--- src/design/crag_pkg.sv ---
// Shared types and widths for the column aggregate block.
`timescale 1ns / 1ps
`default_nettype none
package crag_pkg;

   localparam int unsigned CntW   = 17;
   localparam int unsigned SumW   = 48;
   localparam int unsigned SqSumW = 79;
   localparam int unsigned SmpW   = 32;
   localparam int unsigned ValW   = 64;
   localparam int unsigned ModeW  = 3;

   localparam logic [ModeW-1:0] MODE_SUM    = 3'd0;
   localparam logic [ModeW-1:0] MODE_MEAN   = 3'd1;
   localparam logic [ModeW-1:0] MODE_COUNT  = 3'd2;
   localparam logic [ModeW-1:0] MODE_MAX    = 3'd3;
   localparam logic [ModeW-1:0] MODE_MIN    = 3'd4;
   localparam logic [ModeW-1:0] MODE_STDDEV = 3'd5;

   // Totals of one closed set, handed from front to back.
   typedef struct packed {
      logic              dropped;
      logic [CntW-1:0]   cnt;
      logic [SumW-1:0]   sum;
      logic [SqSumW-1:0] sqsum;
      logic [SmpW-1:0]   min;
      logic [SmpW-1:0]   max;
   } set_type;

endpackage
`default_nettype wire

--- src/design/crag_front.sv ---
// Front end: takes samples, squares them and keeps the running totals of the set.
`timescale 1ns / 1ps
`default_nettype none
module crag_front #(
   parameter int unsigned MAX_COUNT = 65536
) (
   input  wire                           clock,
   input  wire                           reset,
   input  wire                           in_valid,
   output logic                          in_ready,
   input  wire  [crag_pkg::SmpW-1:0]     in_sample,
   input  wire                           in_has,
   input  wire                           in_last,
   output logic                          push_valid,
   output crag_pkg::set_type             push_data,
   input  wire                           push_full
);

   localparam logic [crag_pkg::CntW-1:0] CntMax = crag_pkg::CntW'(MAX_COUNT);

   logic                        p_valid_ff, p_valid_in;
   logic                        p_has_ff, p_last_ff;
   logic [crag_pkg::SmpW-1:0]   p_sample_ff;
   logic [2*crag_pkg::SmpW-1:0] p_sq_ff;

   logic [crag_pkg::CntW-1:0]   cnt_ff, cnt_in;
   logic [crag_pkg::SumW-1:0]   sum_ff, sum_in;
   logic [crag_pkg::SqSumW-1:0] sqsum_ff, sqsum_in;
   logic [crag_pkg::SmpW-1:0]   min_ff, min_in, max_ff, max_in;
   logic                        drop_ff, drop_in;

   logic [crag_pkg::SmpW-1:0]   mag;
   logic                        b_go, take;
   crag_pkg::set_type           tot;

   assign mag      = in_sample[crag_pkg::SmpW-1] ? (~in_sample + 1'b1) : in_sample;
   assign b_go     = !p_valid_ff || !p_last_ff || !push_full;
   assign in_ready = !p_valid_ff || b_go;
   assign take     = in_valid && in_ready;
   assign p_valid_in = take ? 1'b1 : (b_go ? 1'b0 : p_valid_ff);

   always_comb begin
      tot.cnt     = cnt_ff;
      tot.sum     = sum_ff;
      tot.sqsum   = sqsum_ff;
      tot.min     = min_ff;
      tot.max     = max_ff;
      tot.dropped = drop_ff;
      if (p_valid_ff && p_has_ff) begin
         if (cnt_ff < CntMax) begin
            tot.cnt   = cnt_ff + 1'b1;
            tot.sum   = sum_ff + {{(crag_pkg::SumW-crag_pkg::SmpW){p_sample_ff[crag_pkg::SmpW-1]}},
                                  p_sample_ff};
            tot.sqsum = sqsum_ff + {{(crag_pkg::SqSumW-2*crag_pkg::SmpW){1'b0}}, p_sq_ff};
            if (cnt_ff == '0 || $signed(p_sample_ff) < $signed(min_ff)) begin
               tot.min = p_sample_ff;
            end
            if (cnt_ff == '0 || $signed(p_sample_ff) > $signed(max_ff)) begin
               tot.max = p_sample_ff;
            end
         end else begin
            tot.dropped = 1'b1;
         end
      end
      push_valid = p_valid_ff && p_last_ff && !push_full;
      push_data  = tot;
      if (push_valid) begin
         cnt_in   = '0;
         sum_in   = '0;
         sqsum_in = '0;
         min_in   = '0;
         max_in   = '0;
         drop_in  = 1'b0;
      end else if (p_valid_ff && b_go) begin
         cnt_in   = tot.cnt;
         sum_in   = tot.sum;
         sqsum_in = tot.sqsum;
         min_in   = tot.min;
         max_in   = tot.max;
         drop_in  = tot.dropped;
      end else begin
         cnt_in   = cnt_ff;
         sum_in   = sum_ff;
         sqsum_in = sqsum_ff;
         min_in   = min_ff;
         max_in   = max_ff;
         drop_in  = drop_ff;
      end
   end

   always_ff @(posedge clock) begin
      if (reset) begin
         p_valid_ff <= 1'b0;
         cnt_ff     <= '0;
         sum_ff     <= '0;
         sqsum_ff   <= '0;
         min_ff     <= '0;
         max_ff     <= '0;
         drop_ff    <= 1'b0;
      end else begin
         p_valid_ff <= p_valid_in;
         cnt_ff     <= cnt_in;
         sum_ff     <= sum_in;
         sqsum_ff   <= sqsum_in;
         min_ff     <= min_in;
         max_ff     <= max_in;
         drop_ff    <= drop_in;
      end
   end

   always_ff @(posedge clock) begin
      if (take) begin
         p_sample_ff <= in_sample;
         p_has_ff    <= in_has;
         p_last_ff   <= in_last;
         p_sq_ff     <= mag * mag;
      end
   end

endmodule
`default_nettype wire

--- config.mk ---
export PLATFORM = sky130hd
export DESIGN_NAME = crag_front
export DESIGN_NICKNAME = d
export VERILOG_FILES = /design/src/design/crag_pkg.sv /design/src/design/crag_front.sv
export SDC_FILE = /design/constraint.sdc
export NUM_CORES = 2
export LEC_CHECK = 0
export ABC_AREA = 1
export BUFFER_PORTS_ARGS = -buffer_cell sky130_fd_sc_hd__buf_2
export CELL_PAD_IN_SITES_DETAIL_PLACEMENT = 1
export CELL_PAD_IN_SITES_GLOBAL_PLACEMENT = 1
export CORE_MARGIN = 2
export CORE_UTILIZATION = 48
export DETAILED_ROUTE_END_ITERATION = 10
export PLACE_DENSITY = 0.9
export SYNTH_ARGS = -nofsm -noshare
export SYNTH_HDL_FRONTEND = slang
export SYNTH_SLANG_ARGS = --single-unit
--- constraint.sdc ---
create_clock -name clock -period 11.45 [get_ports clock]
set_input_delay 0.5725 -clock clock [delete_from_list [all_inputs] [get_ports clock]]
set_output_delay 0.5725 -clock clock [all_outputs]
set_load 0.005 [all_outputs]
==> flow_summary.toml <==
[finish]
nets = 8900
nFillCells = 14500
drive_gt1_share_pct = 6.48
synthToLayoutAreaGrowth_pct = 7.85

[place]
gp_congestion = 1.00
place_hpwl_um = 182000
portBuffers = 248

[status]
status = "complete, no violations"

[routing]
wl_per_cell_um = 24.8
vias = 53000
avgViaCountPerCell = 5.79
drt-pass1-iter-count = 5
drc = 0
ant_nets = 0
drt-total-wl_um = 227000
drt_iter0_drc = 4514

[die]
fp.dieH_um = 340
dieArea_um2 = 116000
ios = 249
die_w_um = 340
rows = 123
initial_utilization_pct = 48.3
core-area_um2 = 112000

[clock_network]
postCtsSetupBuffers = 0
h-tree-depth = 2
clock_latency_ns = 0.62
cts.sinks = 306
numCtsBuffers = 37
cts_root_buffer = "clkbuf_16"
cts_resized = 0
cts_tree = "done"
cts_hold_buf = 0
path_clk_slew_ns = 0.06
cts_buffer_depth = 3

[synthesis]
synth_edf_count = 96
synth_cell_types = 58
ys_seq_elements = 306
yosys-top-cells-area = "fa_1, inv_1, ha_1"
synth_top_area_share_pct = 29.4
synth_top_family_by_area = "adder cells"
yosysWarnings = 0
yosys.area_share.adder_pct = 39.9
syn_inst = 7427
synth-simple-area-share_pct = 20.5
yosysTopAreaCell = "fa_1"
synth-compound-area-share_pct = 10.1
netlist_area_um2 = 54300
synth_xor_area_share_pct = 2.47
postSynthAreaPerCell_um2 = 7.31
ys.flop_type = "dfxtp_1"
synth.area.mux_share_pct = 0.0184
synthArstFlopShare_pct = 0
synth-seq-area-share_pct = 13.1

[sta]
slew-limit-headroom_pct = 20.0
finalSetupTns_ns = 0
max_freq_ghz = 0.0980
rsz0062_at_grt = "false"
holdWs_ns = 0.152
worst_pin_slew_ns = 1.20
finalSetupViolations = 0
period_share_pct = 89.1
report.final.slew_viol_count = 0
fin_skew_ns = 0.0404
finalCriticalPeriod_ns = 10.20
hold_viol = 0

[worst_setup_path]
worstPathRequired_ns = 11.78
cp.arrival_ns = 10.53
critical-path-max-stage-delay_ns = 0.82
path_class = "primary input to register"
crit_slowest_cell = "inv_1"
crit_fanout = 17
end_kind = "register"
cp-start-kind = "primary input"
cpMostUsedCell = "fa_1"

[run]
cap_viol_max_count = 0

[global_routing]
grt_pass1_wl_um = 339000
grt_pass1_vias = 58300
overflow = 0
grt_max_degree = 199
grt_usage_pct = 38.3
antenna_found_initial = 25

[min_path]
hold_path.class = "primary input to register"
critical path, delay by kind of cell:
kind	cells	cell delay, ns
adders and majority gates	10	4.56
buffers and inverters	10	2.42
AOI/OAI and AO/OA	6	1.54
and+or+nand+nor	5	1.00
xor gates and xnor gates	1	0.40
cell families after synthesis:
family / count (synthesis)
adders and majority gates: 1255
AOI/OAI and AO/OA: 1031
muxes: 1
xor gates and xnor gates: 150
DFF: 306
buffers and inverters: 1994
other: 2
and+or+nand+nor: 2688
cell usage after synthesis, types with 3 or more instances:
cell type,instances
inv_2,22
nor2_4,3
nand2_2,18
o31ai_1,3
a21oi_1,502
a31o_2,4
o21ai_0,406
o21a_1,22
and2_1,4
nor3_1,50
nand2_4,3
nor4_1,18
nand3_1,375
a31oi_1,15
xor2_1,88
a211oi_1,4
a21boi_0,7
inv_1,1770
a21o_1,18
edfxtp_1,96
dfxtp_1,210
nand4_1,59
nor2_1,709
o21bai_1,29
clkinv_1,7
nor2_2,7
o2111ai_1,3
or2_2,49
nand2_1,1381
nand3b_1,4
ha_1,459
fa_1,796
and3_1,3
o211ai_1,7
buf_2,31
buf_4,7
xnor2_1,60
buf_1,15
clkbuf_1,140
sequential cells by signal (all words and copies together), names as in the netlist:
name and cells:
sum_ff 48, drop_ff 1, min_ff 32, p_last_ff 1
p_valid_ff 1, max_ff 32, cnt_ff 17, p_has_ff 1
sqsum_ff 79, p_sample_ff 32, p_sq_ff 62
worst paths after layout:
kind | start | to | slack [ns] | cells past startpoint
worst min register to register | sqsum_ff[0]$_SDFFE_PP0P_ | sqsum_ff[0]$_SDFFE_PP0P_ | 0.49 | 2
worst max register to register | p_sample_ff[0]$_DFFE_PP_ | sum_ff[22]$_SDFFE_PP0P_ | 7.50 | 17
worst max-delay path | in_sample[0] | p_sq_ff[41]$_DFFE_PP_ | 1.25 | 32
worst min-delay path | in_last | p_last_ff$_DFFE_PP_ | 0.15 | 1
layout by cell type (no fill, tap or decap), types with 21 or more instances in the layout:
cell type,count
inv_2,21
ha_1,459
nand3_1,375
o21bai_1,29
a21oi_1,502
or2_2,49
dfxtp_1,210
conb_1,26
buf_4,63
nor3_1,50
edfxtp_1,96
fa_1,796
nor2_1,707
nand2_1,1380
o21a_1,22
inv_1,1768
xor2_1,88
o21ai_0,405
nand4_1,59
xnor2_1,60
clkbuf_16,39
buf_2,248
area by class of cell:
type                       count  area (um^2)  share of cell area [%]
antenna                       13         32.5                  0.0556
clock inverter                25          295                   0.504
inverter                    1799         6760                    11.6
multi-input combinational   5151        39700                    67.9
tap                         1500         1880                    3.21
clock buffer                  43         1010                    1.73
sequential                   306         7090                    12.1
timing repair buffer         312         1730                    2.96
through the flow:
stage | cells | util (%) | instance area, um^2 | setup slack [ns]
final | 9149 | 52.1 | 58500 | 1.25
after floorplan | 7451 | - | 54400 | 2.90
after global routing | 9146 | 52.1 | 58500 | 1.06
after CTS | 9136 | 52.1 | 58500 | 1.78
after detailed placement | 9068 | 50.9 | 57200 | 1.20
after global placement | 9068 | 50.9 | 57200 | 1.37
routing by layer:
layer	share of wire [%]	global-route usage, %	vias to the layer above
met4	7.7	24.9	16
met5	0.050	0	-
met1	37	45.6	26400
met2	47	63.3	2574
li1	-	-	23000
met3	8.6	7.20	1002
Power is left out: the tool's default activity adds up to more than one toggle a clock period on the data nets, which glitch-free logic cannot reach.
