## config.mk

```make
export PLATFORM = sky130hd
export DESIGN_NAME = crag_back
export DESIGN_NICKNAME = d
export VERILOG_FILES = /design/src/design/crag_pkg.sv /design/src/design/crag_back.sv
export SDC_FILE = /design/constraint.sdc
export NUM_CORES = 2
export LEC_CHECK = 0
export BUFFER_PORTS_ARGS = -buffer_cell sky130_fd_sc_hd__buf_4
export CORE_MARGIN = 2
export CORE_UTILIZATION = 45
export CTS_CLUSTER_SIZE = 20
export DETAILED_ROUTE_END_ITERATION = 16
export SYNTH_ARGS = -nofsm -noshare
export SYNTH_HDL_FRONTEND = slang
export SYNTH_SLANG_ARGS = --single-unit
```

## constraint.sdc

```tcl
create_clock -name clock -period 38.2 [get_ports clock]
set_input_delay 9.55 -clock clock [delete_from_list [all_inputs] [get_ports clock]]
set_output_delay 9.55 -clock clock [all_outputs]
set_load 0.05 [all_outputs]
```

## src/design/crag_pkg.sv

```systemverilog
// Shared types and widths for the column aggregate block.
`timescale 1ns / 1ps
`default_nettype none
package crag_pkg;

   localparam int unsigned CntW   = 17;
   localparam int unsigned SumW   = 48;
   localparam int unsigned SqSumW = 79;
   localparam int unsigned SmpW   = 32;
   localparam int unsigned ValW   = 64;
   localparam int unsigned ModeW  = 3;

   localparam logic [ModeW-1:0] MODE_SUM    = 3'd0;
   localparam logic [ModeW-1:0] MODE_MEAN   = 3'd1;
   localparam logic [ModeW-1:0] MODE_COUNT  = 3'd2;
   localparam logic [ModeW-1:0] MODE_MAX    = 3'd3;
   localparam logic [ModeW-1:0] MODE_MIN    = 3'd4;
   localparam logic [ModeW-1:0] MODE_STDDEV = 3'd5;

   // Totals of one closed set, handed from front to back.
   typedef struct packed {
      logic              dropped;
      logic [CntW-1:0]   cnt;
      logic [SumW-1:0]   sum;
      logic [SqSumW-1:0] sqsum;
      logic [SmpW-1:0]   min;
      logic [SmpW-1:0]   max;
   } set_type;

endpackage
`default_nettype wire

```

## src/design/crag_back.sv

```systemverilog
// Back end: forms the selected aggregate with shift-add, root and divide steps.
`timescale 1ns / 1ps
`default_nettype none
module crag_back (
   input  wire                           clock,
   input  wire                           reset,
   input  wire  [crag_pkg::ModeW-1:0]    mode,
   input  wire                           set_valid,
   input  crag_pkg::set_type             set_data,
   output logic                          set_pop,
   output logic                          out_valid,
   input  wire                           out_ready,
   output logic [crag_pkg::ValW-1:0]     out_value,
   output logic                          out_overflow
);

   typedef enum logic [2:0] {
      ST_IDLE, ST_MULN, ST_MULS, ST_SQRT, ST_DIV, ST_DONE
   } state_type;

   localparam int unsigned AccW = 96;
   localparam int unsigned MulW = crag_pkg::SumW;

   state_type                   state_ff;
   logic [crag_pkg::CntW-1:0]   cnt_ff;
   logic [MulW-1:0]             mag_ff;
   logic                        drop_ff, neg_ff;
   logic [AccW-1:0]             acc_ff, mcand_ff;
   logic [MulW-1:0]             mplier_ff;
   logic [5:0]                  step_ff;
   logic [127:0]                work_ff;
   logic [63:0]                 root_ff;
   logic [65:0]                 rem_ff;
   logic [crag_pkg::ValW-1:0]   res_ff;
   logic                        out_valid_ff;
   logic [crag_pkg::ValW-1:0]   out_value_ff;
   logic                        out_overflow_ff;

   logic [MulW-1:0]             in_mag;
   logic                        in_neg;
   logic [AccW-1:0]             acc_in;
   logic [65:0]                 rem_t, trial;
   logic                        sq_bit;
   logic [63:0]                 root_in;
   logic [crag_pkg::CntW:0]     div_t, div_d;
   logic                        q_bit;
   logic [63:0]                 quo_in;

   assign in_neg = set_data.sum[MulW-1];
   assign in_mag = in_neg ? (~set_data.sum + 1'b1) : set_data.sum;
   assign set_pop = (state_ff == ST_IDLE) && set_valid;

   always_comb begin
      acc_in = acc_ff;
      if (mplier_ff[0]) begin
         acc_in = (state_ff == ST_MULS) ? (acc_ff - mcand_ff) : (acc_ff + mcand_ff);
      end
      rem_t   = {rem_ff[63:0], work_ff[127:126]};
      trial   = {root_ff, 2'b01};
      sq_bit  = rem_t >= trial;
      root_in = {root_ff[62:0], sq_bit};
      div_t   = {rem_ff[crag_pkg::CntW-1:0], work_ff[63]};
      q_bit   = div_t >= {1'b0, cnt_ff};
      div_d   = q_bit ? (div_t - {1'b0, cnt_ff}) : div_t;
      quo_in  = {work_ff[62:0], q_bit};
   end

   always_ff @(posedge clock) begin
      if (reset) begin
         state_ff     <= ST_IDLE;
         out_valid_ff <= 1'b0;
      end else begin
         // in ST_DONE the output register is handled by the state itself
         if (out_valid_ff && out_ready && state_ff != ST_DONE) begin
            out_valid_ff <= 1'b0;
         end
         case (state_ff)
            ST_IDLE: begin
               if (set_valid) begin
                  cnt_ff  <= set_data.cnt;
                  mag_ff  <= in_mag;
                  drop_ff <= set_data.dropped;
                  neg_ff  <= in_neg;
                  rem_ff  <= '0;
                  root_ff <= '0;
                  acc_ff  <= '0;
                  if (set_data.cnt == '0) begin
                     res_ff   <= '0;
                     state_ff <= ST_DONE;
                  end else begin
                     case (mode)
                        crag_pkg::MODE_SUM: begin
                           res_ff   <= {{(crag_pkg::ValW-MulW){in_neg}}, set_data.sum};
                           state_ff <= ST_DONE;
                        end
                        crag_pkg::MODE_COUNT: begin
                           res_ff   <= {{(crag_pkg::ValW-crag_pkg::CntW){1'b0}},
                                        set_data.cnt};
                           state_ff <= ST_DONE;
                        end
                        crag_pkg::MODE_MAX: begin
                           res_ff   <= {{(crag_pkg::ValW-crag_pkg::SmpW){set_data.max[31]}},
                                        set_data.max};
                           state_ff <= ST_DONE;
                        end
                        crag_pkg::MODE_MIN: begin
                           res_ff   <= {{(crag_pkg::ValW-crag_pkg::SmpW){set_data.min[31]}},
                                        set_data.min};
                           state_ff <= ST_DONE;
                        end
                        crag_pkg::MODE_MEAN: begin
                           work_ff  <= {64'd0, in_mag, 16'd0};
                           step_ff  <= 6'd63;
                           state_ff <= ST_DIV;
                        end
                        crag_pkg::MODE_STDDEV: begin
                           mcand_ff  <= {{(AccW-crag_pkg::SqSumW){1'b0}}, set_data.sqsum};
                           mplier_ff <= {{(MulW-crag_pkg::CntW){1'b0}}, set_data.cnt};
                           step_ff   <= 6'd47;
                           state_ff  <= ST_MULN;
                        end
                        default: begin
                           res_ff   <= '0;
                           state_ff <= ST_DONE;
                        end
                     endcase
                  end
               end
            end
            ST_MULN: begin
               acc_ff <= acc_in;
               if (step_ff == '0) begin
                  mcand_ff  <= {{(AccW-MulW){1'b0}}, mag_ff};
                  mplier_ff <= mag_ff;
                  step_ff   <= 6'd47;
                  state_ff  <= ST_MULS;
               end else begin
                  mcand_ff  <= {mcand_ff[AccW-2:0], 1'b0};
                  mplier_ff <= {1'b0, mplier_ff[MulW-1:1]};
                  step_ff   <= step_ff - 1'b1;
               end
            end
            ST_MULS: begin
               acc_ff <= acc_in;
               if (step_ff == '0) begin
                  // radicand is n*sumsq - sum^2, scaled by 2^32
                  work_ff  <= {acc_in, 32'd0};
                  step_ff  <= 6'd63;
                  state_ff <= ST_SQRT;
               end else begin
                  mcand_ff  <= {mcand_ff[AccW-2:0], 1'b0};
                  mplier_ff <= {1'b0, mplier_ff[MulW-1:1]};
                  step_ff   <= step_ff - 1'b1;
               end
            end
            ST_SQRT: begin
               root_ff <= root_in;
               if (step_ff == '0) begin
                  work_ff  <= {64'd0, root_in};
                  rem_ff   <= '0;
                  neg_ff   <= 1'b0;
                  step_ff  <= 6'd63;
                  state_ff <= ST_DIV;
               end else begin
                  rem_ff  <= sq_bit ? (rem_t - trial) : rem_t;
                  work_ff <= {work_ff[125:0], 2'b00};
                  step_ff <= step_ff - 1'b1;
               end
            end
            ST_DIV: begin
               rem_ff  <= {{(66-crag_pkg::CntW){1'b0}}, div_d[crag_pkg::CntW-1:0]};
               work_ff <= {64'd0, quo_in};
               if (step_ff == '0) begin
                  res_ff   <= neg_ff ? (~quo_in + 1'b1) : quo_in;
                  state_ff <= ST_DONE;
               end else begin
                  step_ff <= step_ff - 1'b1;
               end
            end
            ST_DONE: begin
               if (!out_valid_ff || out_ready) begin
                  out_valid_ff    <= 1'b1;
                  out_value_ff    <= res_ff;
                  out_overflow_ff <= drop_ff;
                  state_ff        <= ST_IDLE;
               end
            end
            default: begin
               state_ff <= ST_IDLE;
            end
         endcase
      end
   end

   assign out_valid    = out_valid_ff;
   assign out_value    = out_value_ff;
   assign out_overflow = out_overflow_ff;

endmodule
`default_nettype wire

```

==> summary.txt <==
Outcome
  • Status: completed

Setup path
  • Critical path's slowest cell: buf_4
  • Crit path DAT: 10.19 ns
  • Critical path's top delay family: buffers and inverters
  • Internal reg-to-reg setup slack: 29.83 ns
  • CP most frequent cell: buf_4
  • Critical Path Source Type: primary input
  • Max stage delay on crit path: ~0.21 ns
  • Crit-path cells: buf_4 > nand2_1 > nor2_1 > buf_4
  • WP data required: 28.65 ns
  • Worst-path maximum fanout: 8
  • Crit end category: output port
  • Crit path kind: in2out
  • Worst path bufs/invs: 2

Global route
  • Antenna violations before repair: 1
  • Vias in the first global route: 35,100
  • Pin count of the biggest net entering global routing: 80
  • Total Routing Usage GR: 28.63%
  • Total grt overflow: 0
  • First-pass GRT wire length: about 220 mm

Clock network
  • Clock Tree Buf Depth: 3
  • Worst-Skew Late Latency: 0.68 ns
  • Postcts setup bufs: 0
  • Clock sink count: approximately 700
  • H-tree depth: 3
  • Clk slew on worst S/H paths: 0.06 ns
  • Hold buffers post-CTS: 0
  • Cts repair resizes: 0
  • Inserted Clock Buffers: between 80 and 90
  • CTS Root Cell: clkbuf_16
  • CTS tree: done

Layout
  • Register area: 21,040 um2
  • Nets: between 5,000 and 6,000
  • Share of layout cells above drive strength 1: 11.38%
  • Multi-input logic area: 22,460 um2
  • Final design utilization: around 51%
  • P&R area growth vs syn: 13.29%
  • Fillers: ~9,000

STA
  • Post-Route Setup TNS: 0 ns
  • Fin crit share: 51.68%
  • Max Slew Vio Count: 0
  • Slew headroom: 22.23%
  • Clock skew: between 0.03 and 0.04 ns
  • Worst slew pin tran: roughly 1.2 ns
  • Final Hold Fails: 0
  • RSZ-0062 raised after global routing: false
  • Max Clock Freq: 0.05065 GHz
  • Period minus WS final: 19.74 ns
  • # setup viols final: 0

Yosys
  • FFs w/ async S/R, synth: 0%
  • Syn Nets: 4,943
  • YS warnings: 0
  • Post-synth top flop: edfxtp_1
  • Post-Syn Area: 45,090 um2
  • Sequential area share after synthesis: between 40 and 50%
  • Synth Register Bits: 702
  • Synth Instances: 4,543
  • Post-Syn Area per Cell: 9.926 um2
  • Yosys cell types: 83
  • Number of flops mapped to enable cells by yosys: ~700

Route
  • Final wirelength: 151.7 mm
  • Initial DRC Count: 4,209
  • WL per Instance: about 25 um
  • Routed Antenna Nets: 0
  • DR vias/cell: 6.191
  • DRT Pass-1 Iters: 9
  • Drt drc: 0
  • Via count: 37,470

Pwr
  • Power share of the clock group: 19.8%
  • Final Total Pwr: 4.101 mW
  • Switching portion of total power: between 40% and 50%
  • NetSw: 1.777 mW
  • LEAKAGE: 19.57 nW
  • Part of the power in registers: 30.9%
  • P_int: 2.323 mW
  • Pwr dens: 80.27 nW/um2
  • Comb pwr share: 49.3%
  • Worst VDD drop: 0.04654 mV

Floorplanning
  • Die area: 102,800 um2
  • Die Y: 320.6 um
  • Row cnt: 116
  • Core outline area: 99,710 um2
  • Initial Util: 45.22%
  • I/O pins: about 280
  • Die Span X: 320.6 um

Placed design
  • Final HPWL DP: between 100 and 150 mm
  • PortBufs: 282
  • Routability Congestion: 0.9699

Job
  • Max Cap Viol: 0

Worst hold path
  • Worst min-delay path class: reg2reg
[cells by family (layout without fill, tap and decap cells)]
family	after synthesis	after routing	share of synthesized area, %
adders and majority gates	184	184	5.139
other	0	1	0
AOI/OAI and AO/OA	1357	1357	19.88
buffers and inverters	471	681	3.926
muxes	183	183	4.132
and+or+nand+nor	1291	1291	13.37
xor gates and xnor gates	355	355	6.895
DFF	702	702	46.66
[power by group through the flow]
stage	Combinational, mW	Clock, mW	Sequential (mW)
5_1_grt	2.22	0.848	1.28
2_1_floorplan	1.46	0	1.27
4_1_cts	2.00	0.823	1.26
3_5_place_dp	1.99	0	1.28
3_3_place_gp	1.98	0	1.27
6_report	2.02	0.812	1.27
[cells in the final DEF, fill, tap and decap left out, types with 54 or more instances in the layout]
cell type  instances
a22o_1            85
nand3_1           54
a21o_1           101
inv_1            196
buf_4            334
xnor2_1          182
edfxtp_1         698
xor2_1           173
o21ai_0          303
mux2i_1          158
o31ai_1           59
nor2_1           398
nand2_1          410
nor3_1            77
nand4_1           65
ha_1             182
o22ai_1           85
a21oi_1          311
clkbuf_16         84
[flip-flops by register name (all words and copies together), names as in the netlist]
signal,flops
mcand_ff,96
neg_ff,1
cnt_ff,17
acc_ff,96
rem_ff,64
drop_ff,1
work_ff,128
res_ff,64
mplier_ff,48
mag_ff,48
root_ff,64
state_ff,3
step_ff,6
out_value,64
out_valid,1
out_overflow,1
[synthesized netlist by cell type, types with 25 or more instances]
cell type	n	share of area [%]
or3_1	31	0.43
a221o_1	42	0.93
and2_1	54	0.75
mux2_2	25	0.62
nand2_1	414	3.4
ha_1	182	5.1
o21bai_1	51	0.85
buf_1	26	0.22
nand4_1	65	0.90
a211oi_1	31	0.52
nor4_1	31	0.43
mux2i_1	158	3.5
xor2_1	173	3.4
o22ai_1	85	1.2
a21oi_1	313	3.5
nor2b_1	32	0.44
a222oi_1	31	0.69
clkbuf_1	246	2.0
o21ai_0	303	3.4
o31ai_1	60	1.0
nand3_1	54	0.60
or4_1	29	0.48
nand2b_1	30	0.42
a21o_1	102	1.7
a31oi_1	41	0.57
nor2_1	402	3.3
a22o_1	85	1.7
inv_1	196	1.6
o21a_1	25	0.42
xnor2_1	182	3.5
nor3_1	83	0.92
edfxtp_1	698	46
a221oi_1	42	0.82
[metrics by stage]
step           area, um2  setup slack [ns]  cells  hold WS (ns)
5_1_grt            51080             18.42   6051        0.4215
2_1_floorplan      45090             6.864   4543        0.4003
4_1_cts            51080             18.47   6051        0.4169
3_3_place_gp       48370             18.48   5901        0.4001
3_5_place_dp       48370             18.47   5901        0.4045
6_report           51080             18.46   6052        0.4137
[routing by layer]
| metal | up-vias | routed length, um | global-route usage, % |
|---|---|---|---|
| met5 | - | 0 | 0 |
| met4 | 0 | 4229 | 7.950 |
| met3 | 224 | 10340 | 3.946 |
| met2 | 1438 | 71150 | 46.38 |
| met1 | 18450 | 66020 | 40.10 |
| li1 | 17360 | - | - |
[area by class of cell]
class / instances / area share (%)
Clock buffer: 93 / 4.181
Multi-Input combinational cell: 3370 / 43.96
Timing Repair Buffer: 334 / 4.908
Inverter: 197 / 1.448
Antenna cell: 1 / 0.004899
Tap cell: 1298 / 3.179
Sequential cell: 702 / 41.19
Clock inverter: 57 / 1.129
[path summary, 6_finish.rpt]
| check | start | to | depth (start not counted) |
|---|---|---|---|
| setup / recovery | set_valid | set_pop | 4 |
| hold / removal | res_ff[1] | out_value[1] | 0 |
| setup reg to reg | mcand_ff[10] | work_ff[127] | 22 |
| hold reg to reg | res_ff[1] | out_value[1] | 0 |
Note: power is estimated with default switching activity, not from simulation.
