[src/design/crag_pkg.sv]
// Shared types and widths for the column aggregate block.
`timescale 1ns / 1ps
`default_nettype none
package crag_pkg;

   localparam int unsigned CntW   = 17;
   localparam int unsigned SumW   = 48;
   localparam int unsigned SqSumW = 79;
   localparam int unsigned SmpW   = 32;
   localparam int unsigned ValW   = 64;
   localparam int unsigned ModeW  = 3;

   localparam logic [ModeW-1:0] MODE_SUM    = 3'd0;
   localparam logic [ModeW-1:0] MODE_MEAN   = 3'd1;
   localparam logic [ModeW-1:0] MODE_COUNT  = 3'd2;
   localparam logic [ModeW-1:0] MODE_MAX    = 3'd3;
   localparam logic [ModeW-1:0] MODE_MIN    = 3'd4;
   localparam logic [ModeW-1:0] MODE_STDDEV = 3'd5;

   // Totals of one closed set, handed from front to back.
   typedef struct packed {
      logic              dropped;
      logic [CntW-1:0]   cnt;
      logic [SumW-1:0]   sum;
      logic [SqSumW-1:0] sqsum;
      logic [SmpW-1:0]   min;
      logic [SmpW-1:0]   max;
   } set_type;

endpackage
`default_nettype wire

[src/design/crag_fifo.sv]
// Two-entry queue of closed set totals between front and back.
`timescale 1ns / 1ps
`default_nettype none
module crag_fifo (
   input  wire                clock,
   input  wire                reset,
   input  wire                push,
   input  crag_pkg::set_type  push_data,
   output logic               full,
   input  wire                pop,
   output logic               pop_valid,
   output crag_pkg::set_type  pop_data
);

   crag_pkg::set_type mem_ff [2];
   logic       wr_ff, wr_in, rd_ff, rd_in;
   logic [1:0] fill_ff, fill_in;

   assign full      = fill_ff == 2'd2;
   assign pop_valid = fill_ff != 2'd0;
   assign pop_data  = mem_ff[rd_ff];
   assign wr_in     = push ? ~wr_ff : wr_ff;
   assign rd_in     = pop ? ~rd_ff : rd_ff;
   assign fill_in   = fill_ff + {1'b0, push} - {1'b0, pop};

   always_ff @(posedge clock) begin
      if (reset) begin
         wr_ff   <= 1'b0;
         rd_ff   <= 1'b0;
         fill_ff <= '0;
      end else begin
         wr_ff   <= wr_in;
         rd_ff   <= rd_in;
         fill_ff <= fill_in;
      end
   end

   always_ff @(posedge clock) begin
      if (push) begin
         mem_ff[wr_ff] <= push_data;
      end
   end

endmodule
`default_nettype wire

[config.mk]
export PLATFORM = sky130hd
export DESIGN_NAME = crag_fifo
export DESIGN_NICKNAME = d
export VERILOG_FILES = /design/src/design/crag_pkg.sv /design/src/design/crag_fifo.sv
export SDC_FILE = /design/constraint.sdc
export NUM_CORES = 1
export LEC_CHECK = 0
export CORE_ASPECT_RATIO = 1.2
export CORE_MARGIN = 1.5
export CORE_UTILIZATION = 47
export CTS_CLUSTER_DIAMETER = 60
export DETAILED_ROUTE_END_ITERATION = 8
export DONT_BUFFER_PORTS = 1
export SLEW_MARGIN = 30
export SYNTH_ARGS = -nofsm -noshare
export SYNTH_HDL_FRONTEND = slang
export SYNTH_SLANG_ARGS = --single-unit
[constraint.sdc]
create_clock -name clock -period 18.9 [get_ports clock]
set_clock_uncertainty 0.05 [all_clocks]
set_input_delay 4.725 -clock clock [delete_from_list [all_inputs] [get_ports clock]]
set_output_delay 4.725 -clock clock [all_outputs]
set_load 0.05 [all_outputs]
==> results of run 1 <==
cell type report:
cell class / instances / area (sq um) / area share (%)
clock buffers: 46 / 1040 / 5.97
clock inverters: 26 / 255 / 1.46
inverters: 2 / 7.51 / 0.0429
multi-input cells: 223 / 2850 / 16.3
flip-flops and latches: 423 / 12700 / 72.4
well taps: 450 / 563 / 3.22
repair buffers: 9 / 106 / 0.608
sequential cells by signal, indices dropped and copies added (netlist names), named ones only:
name,flops
mem_ff,418
fill_ff,2
wr_ff,1
rd_ff,1
where the power goes:
part           switching (W)  internal, W  total, W
Sequential         0.0000175      0.00110   0.00111
Combinational       0.000253    0.0000766  0.000330
Clock               0.000323     0.000465  0.000788
Total               0.000594      0.00164   0.00223
cells in the mapped netlist (all sizes together):
library cell,number,area share (%)
inv,2,0.048
edfxtp,418,80
and2,1,0.040
buf,23,1.2
xnor3,1,0.14
xnor2,2,0.11
nor2,4,0.096
mux2,209,17
nor2b,3,0.12
ha,2,0.16
dfxtp,5,0.64
or2,1,0.040
stage by stage:
stage | setup WS (ps) | cell area (sq um) | cells | hold slack [ps] | util [%]
finish | 10940 | 17500 | 1179 | 470 | 53.0
global placement | 11240 | 16100 | 1106 | 449 | 48.9
CTS | 10580 | 17500 | 1179 | 476 | 53.0
detailed placement | 11160 | 16200 | 1107 | 459 | 49.1
floorplan | 4310 | 15700 | 671 | 430 | -
global route | 10750 | 17500 | 1179 | 510 | 53.0
metal layers:
| layer | wire [microns] | part of all wire, % | vias to the layer above | track usage, % |
|---|---|---|---|---|
| met4 | 1090 | 3.7 | 0 | 7.27 |
| met3 | 3620 | 12 | 59 | 8.42 |
| met1 | 9250 | 32 | 3153 | 15.4 |
| li1 | - | - | 2728 | - |
| met2 | 15200 | 52 | 296 | 28.9 |
| met5 | 0 | 0 | - | 0 |
layout by cell type, fill, tap and decap left out, types with 3 or more instances in the layout:
cell                           n
sky130_fd_sc_hd__buf_4         3
sky130_fd_sc_hd__buf_6         5
sky130_fd_sc_hd__bufinv_16     5
sky130_fd_sc_hd__clkbuf_1      5
sky130_fd_sc_hd__clkbuf_16    41
sky130_fd_sc_hd__clkinv_1      9
sky130_fd_sc_hd__clkinv_2      8
sky130_fd_sc_hd__clkinvlp_4    3
sky130_fd_sc_hd__dfxtp_1       4
sky130_fd_sc_hd__edfxtp_1    418
sky130_fd_sc_hd__mux2_2      109
sky130_fd_sc_hd__mux2_4      100
sky130_fd_sc_hd__nor2_1        4
path summary, 6_finish.rpt:
path                        end  slack [ps]  depth (start not counted)
hold reg to reg           rd_ff         470                          2
setup / recovery   pop_data[32]       10940                          3
setup reg to reg  mem_ff[1][28]       16540                          3
hold / removal            rd_ff         470                          2
worst min-delay path: cells and delay by family (launching register included):
kind,cells,cell delay [ps]
flops,1,330
simple gates,1,70
xor+xnor,1,80
kinds of logic after synthesis:
group / Yosys count / synth area share (%)
multiplexers: 209 / 17.4
buffers and inverters: 25 / 1.25
adder cells (fa/ha/maj): 2 / 0.159
XOR/XNOR: 3 / 0.255
AND/OR/NAND/NOR: 9 / 0.295
flip-flops: 423 / 80.6
==> results list, run 1 <==
- Flip-flop and latch count after synthesis: 423
* Unrepaired setup endpoints after global routing: no
- No sink is reached through more buffers than the 3 on the longest clock path.
- Across the run, the number of max-cap violations was 0.
- Sequential cells were found to cover 80.6% of the synthesized design area.
- Endpoint type of the worst setup path: output pin
- The first detailed-routing pass took 4 iterations.
- Clock-pin slew was measured on the worst setup and hold paths at 60 ps.
* Detailed router's first-iteration violation count: 416
* Die Y-Extent: 203 microns
* CTS sink count: 423
- Critical path buffers and inverters: 2
- # IOs: 424
* Gate family responsible for the most delay along the worst path: buffers and inverters
- In this run the most critical hold path is launched from rd_ff.
* Leakage power total: 5.88 nW
- Summed over all layers, the global routing overflow is 0.
- The via count of the first global-routing pass came to 6,673.
- Cell with the largest stage delay on the worst path: sky130_fd_sc_hd__dfxtp_4
* Initial antenna violation count: 0
- Hold repair after CTS inserted 0 buffers.
- Average vias per placed instance: 5.29
* Initial core utilization: 47.6%
- The design draws 0.00223 W.
- The final count of hold timing violations is 0.
* NumNets Final: 915
* Max stage delay on crit path: 740 ps
- In this run the mean area of a mapped cell was 23.4 sq um.
* Maximum frequency from static timing analysis: 126 MHz
- After detailed routing, the total wire length is 29,100 microns.
* Total number of yosys warnings: 0
* Max rail drop VDD: 0.000119 V
- In this run the worst hold path is classified as reg2reg.
- Insertion delay to the later sink of the worst-skew pair: 540 ps
- Layout cell share with drive strength beyond 1: 38.5%
- Port Buf Inserts: 0
- Post-Syn Nets: 886
* Routed len/inst: 24.7 microns
- Std-Cell Core Area: 33,000 sq um
- Pin slew with the least headroom to its limit: 841 ps
- CTS root buffer: sky130_fd_sc_hd__clkbuf_16
- Number of fillers in the final layout: 2,502
* Remaining number of nets flagged by the antenna check after routing: 0
* Die W: 170 microns
* Largest net degree at the start of global routing: 85
- The signal on the critical path passes through buf_6, buf_4, mux2_2.
- DPL Wire Length: 19,600 microns
- Standard-cell rows: 73
- The flow ran to the end, and the final reports show no timing, DRC or antenna violations.
- Startpoint of the lowest-slack register-to-register path: wr_ff
- After clock tree synthesis, the repair step resized 0 gates.
* DR vias: 6,236
- The number of different library cells used by synthesis comes to 15.
- Crit path DAT: 3190 ps
- Total global-route track usage: 16.3%
- Critical setup path kind: reg2out
* Syn Inst Count: 671
- Buffers added to address setup during post-CTS repair amount to 0.
* Setup TNS: 0 ps
- Final count of negative-setup-slack endpoints: 0
- Kind of start point of the critical path: flop
- Share of the cycle needed by the critical path after routing: 42.1%
- Synth Cell Area: 15,700 sq um
- Drc violations: 0
- The floorplan step defined a die boundary enclosing 34,500 sq um.
- Cell area power density: 128 nW/um^2
- H-tree depth: 2
- Buffers inserted during clock tree synthesis total 41.
- 0 antenna diodes ended up in the layout.
- Endpoint required time on the critical path: 14,130 ps
- Rel. slew slack: 44.0%
- The first global-routing pass estimated 41,000 microns of wire.
- The clock period could shrink to 7960 ps.
- CTS tree: yes
* Signed area change from the synthesized netlist to the final layout: 11.5%
- The count of final max-slew check failures is 0.
- GPL Wtd Cong: 0.770
- Maximum fanout along the worst path: 69
Note: power is estimated with default switching activity, not from simulation.
==> inputs of run 2 (changes only) <==
--- a/config.mk
+++ b/config.mk
@@ -5,6 +5,7 @@
 export SDC_FILE = /design/constraint.sdc
 export NUM_CORES = 1
 export LEC_CHECK = 0
+export ABC_AREA = 1
 export CORE_ASPECT_RATIO = 1.2
 export CORE_MARGIN = 1.5
 export CORE_UTILIZATION = 47
==> constraint.sdc (replaced) <==
create_clock -name clock -period 8.2 [get_ports clock]
set_clock_uncertainty 0.05 [all_clocks]
set_input_delay 2.05 -clock clock [delete_from_list [all_inputs] [get_ports clock]]
set_output_delay 2.05 -clock clock [all_outputs]
set_load 0.05 [all_outputs]
==> results list, run 2 <==
- STA classifies the critical path startpoint as a flop.
- Number of hold violations in the final report: 0
- Max-capacitance violation count: 0
- The area growth from synthesis to layout is 10.9%.
* Setup TNS: 0 ps
- First-pass GRT wire length: 41,700 microns
- Max rail drop VDD: 0.000179 V
- Flip-flop count of the largest register, all copies and words added: 418
* Routed len/inst: 25.1 microns
* # IOs: 424
- Dominant cell type by area after synthesis: sky130_fd_sc_hd__edfxtp_1
- Port Buf Inserts: 0
- Maximum fanout along the worst path: 65
- By area the synthesized netlist is led by sky130_fd_sc_hd__edfxtp_1 80%, sky130_fd_sc_hd__mux2_4 9.5%, sky130_fd_sc_hd__mux2_2 7.8%.
- Minimum clock period: 4680 ps
- Average cell area after synthesis: 23.1 sq um
* Part of the Yosys area used for sequential elements: 80.4%
- Final count of negative-setup-slack endpoints: 0
- Syn Inst Count: 681
- Sequential cell area: 12,700 sq um
- The final route contains 6,286 vias.
- Routability-driven placement finished with a final weighted congestion of 0.819.
- H-tree depth: 2
* Global-route congestion overflow total: 0
* Async SR Flop Fraction: 0%
* Die W: 170 microns
- Initial antenna violation count: 0
- Pin slew with the least headroom to its limit: 1000 ps
* Insertion delay to the later sink of the worst-skew pair: 510 ps
- Detailed router's first-iteration violation count: 432
* Std-Cell Core Area: 33,100 sq um
- Counting flops with a built-in enable in the synthesized netlist gives 418.
- The clock net in this run drives a total of 423 sinks.
- CTS root buffer: sky130_fd_sc_hd__clkbuf_16
* Remaining number of nets flagged by the antenna check after routing: 0
* Cell area power density: 288 nW/um^2
* Total wirelength of the detailed-routed design: 29,800 microns
- Post-route insts no fill: 1,187
- Die Y-Extent: 203 microns
- For the worst setup path, the data arrival time is 2580 ps.
- The die covers 34,600 sq um.
- Summing all multi-input logic gate instances after layout gives 2830 sq um.
- Based on the critical path, the design can be clocked at up to 214 MHz.
- DPL Wire Length: 20,500 microns
- Outcome: finished, final reports clean
- Setup repair after global routing left no endpoint under its margin.
* Share of the cycle needed by the critical path after routing: 57.0%
- Top post-synthesis cells by count: 418 x sky130_fd_sc_hd__edfxtp_1, 109 x sky130_fd_sc_hd__mux2_2, 100 x sky130_fd_sc_hd__mux2_4
- Deepest clock path buffer count: 3
- Entering global routing, the biggest net connects 145 pins.
* Leakage power total: 5.87 nW
- In this run the tightest slew margin relative to its limit is 33.3%.
- Flip-flop and latch count after synthesis: 423
- Of the cells placed in the final design, the portion with a size suffix greater than 1 is 36.9%.
* Number of detailed-routing iterations run before antenna repair: 4
* Critical setup path kind: reg2out
- After synthesis, the largest area contributor takes up 79.8% of total cell area.
- Global routing used 16.6% of the available tracks.
* Endpoint required time on the critical path: 6100 ps
- The initialized floorplan defines 73 standard-cell rows.
* CTS tree: yes
- Drc violations: 0
- Instance count after placement with tap cells included: 1,114
- Unique cell type count in the Yosys netlist: 16
- Worst-path clk slew: 60 ps
- Primary FF master, synth: sky130_fd_sc_hd__edfxtp_1
- Post-CTS setup buffers: 0
- After detailed routing, the number of vias per cell comes to 5.30.
- The count of final max-slew check failures is 0.
- NumNets Final: 922
* Initial core utilization: 47.6%
* Synth Cell Area: 15,700 sq um
- Final core occ: 52.8%
* Top register by number of flip-flops: mem_ff
- The library cells used most frequently in the layout, excluding fill and tap cells, are 418 x sky130_fd_sc_hd__edfxtp_1, 109 x sky130_fd_sc_hd__mux2_2, 100 x sky130_fd_sc_hd__mux2_4.
* Final worst setup slack: 3520 ps
- Number of instances resized during post-cts repair: 0
* Number of hold-repair buffers added at the cts stage: 0
- Pre-CTS setup slack: 3830 ps
- Number of fillers in the final layout: 2,554
- Worst Hold Class: reg2reg
* Top-count cell post-synth: sky130_fd_sc_hd__edfxtp_1
- Clock buffer count from CTS: 41
- Most frequent standard cell in the layout excluding fill and tap cells: sky130_fd_sc_hd__edfxtp_1
- Registers with the most flip-flops: mem_ff x418, fill_ff x2
- Post-Syn Nets: 896
- The via count of the first global-routing pass is 6,790.
- Endpoint type of the worst setup path: output pin
- The Yosys step of the flow raised 0 warnings.
[run 2: final timing paths]
| kind | to | depth (start not counted) | slack, ps | startpoint |
|---|---|---|---|---|
| hold / removal | rd_ff | 2 | 470 | rd_ff |
| hold reg to reg | rd_ff | 2 | 470 | rd_ff |
| setup reg to reg | mem_ff[1][204] | 3 | 5680 | wr_ff |
| setup / recovery | pop_data[25] | 2 | 3520 | flop |
[run 2: area by class of cell]
cell class	count	area share (%)
timing repair buffer	6	0.516
inverter	8	0.244
antenna	2	0.0287
multi-input combinational	227	16.2
clock inverter	21	1.15
clock buffer	50	6.07
tap	450	3.23
sequential	423	72.5
[run 2: power breakdown]
| group | switching [W] | internal [W] |
|---|---|---|
| clock | 0.000722 | 0.00104 |
| combinational | 0.000543 | 0.000165 |
| sequential | 0.0000361 | 0.00251 |
| total | 0.00130 | 0.00372 |
[run 2: logic make-up after synthesis]
family / Yosys count / synth area share (%)
compound gates: 1 / 0.0318
xor+xnor: 1 / 0.0557
fa+ha+maj: 2 / 0.159
buf+inv: 31 / 1.65
flops: 423 / 80.4
mux: 209 / 17.3
simple gates: 14 / 0.350
[run 2: per-stage QoR]
stage | total power [W] | instance area, sq um | hold WS [ps]
2_1_floorplan | 0.00326 | 15700 | 430
3_3_place_gp | 0.00329 | 16100 | 444
3_5_place_dp | 0.00331 | 16200 | 457
4_1_cts | 0.00507 | 17400 | 477
5_1_grt | 0.00518 | 17400 | 534
6_report | 0.00502 | 17400 | 475
[run 2: layer usage]
metal / part of all wire (%) / global-route usage, %
met2: 53 / 29.4
met1: 30 / 14.9
met5: 0 / 0
met4: 4.4 / 8.79
met3: 13 / 8.95
[run 2: critical path, cell delays in order (launching register included)]
cell and delay [ps]:
sky130_fd_sc_hd__dfxtp_4 640, sky130_fd_sc_hd__buf_4 780, sky130_fd_sc_hd__mux2_2 550
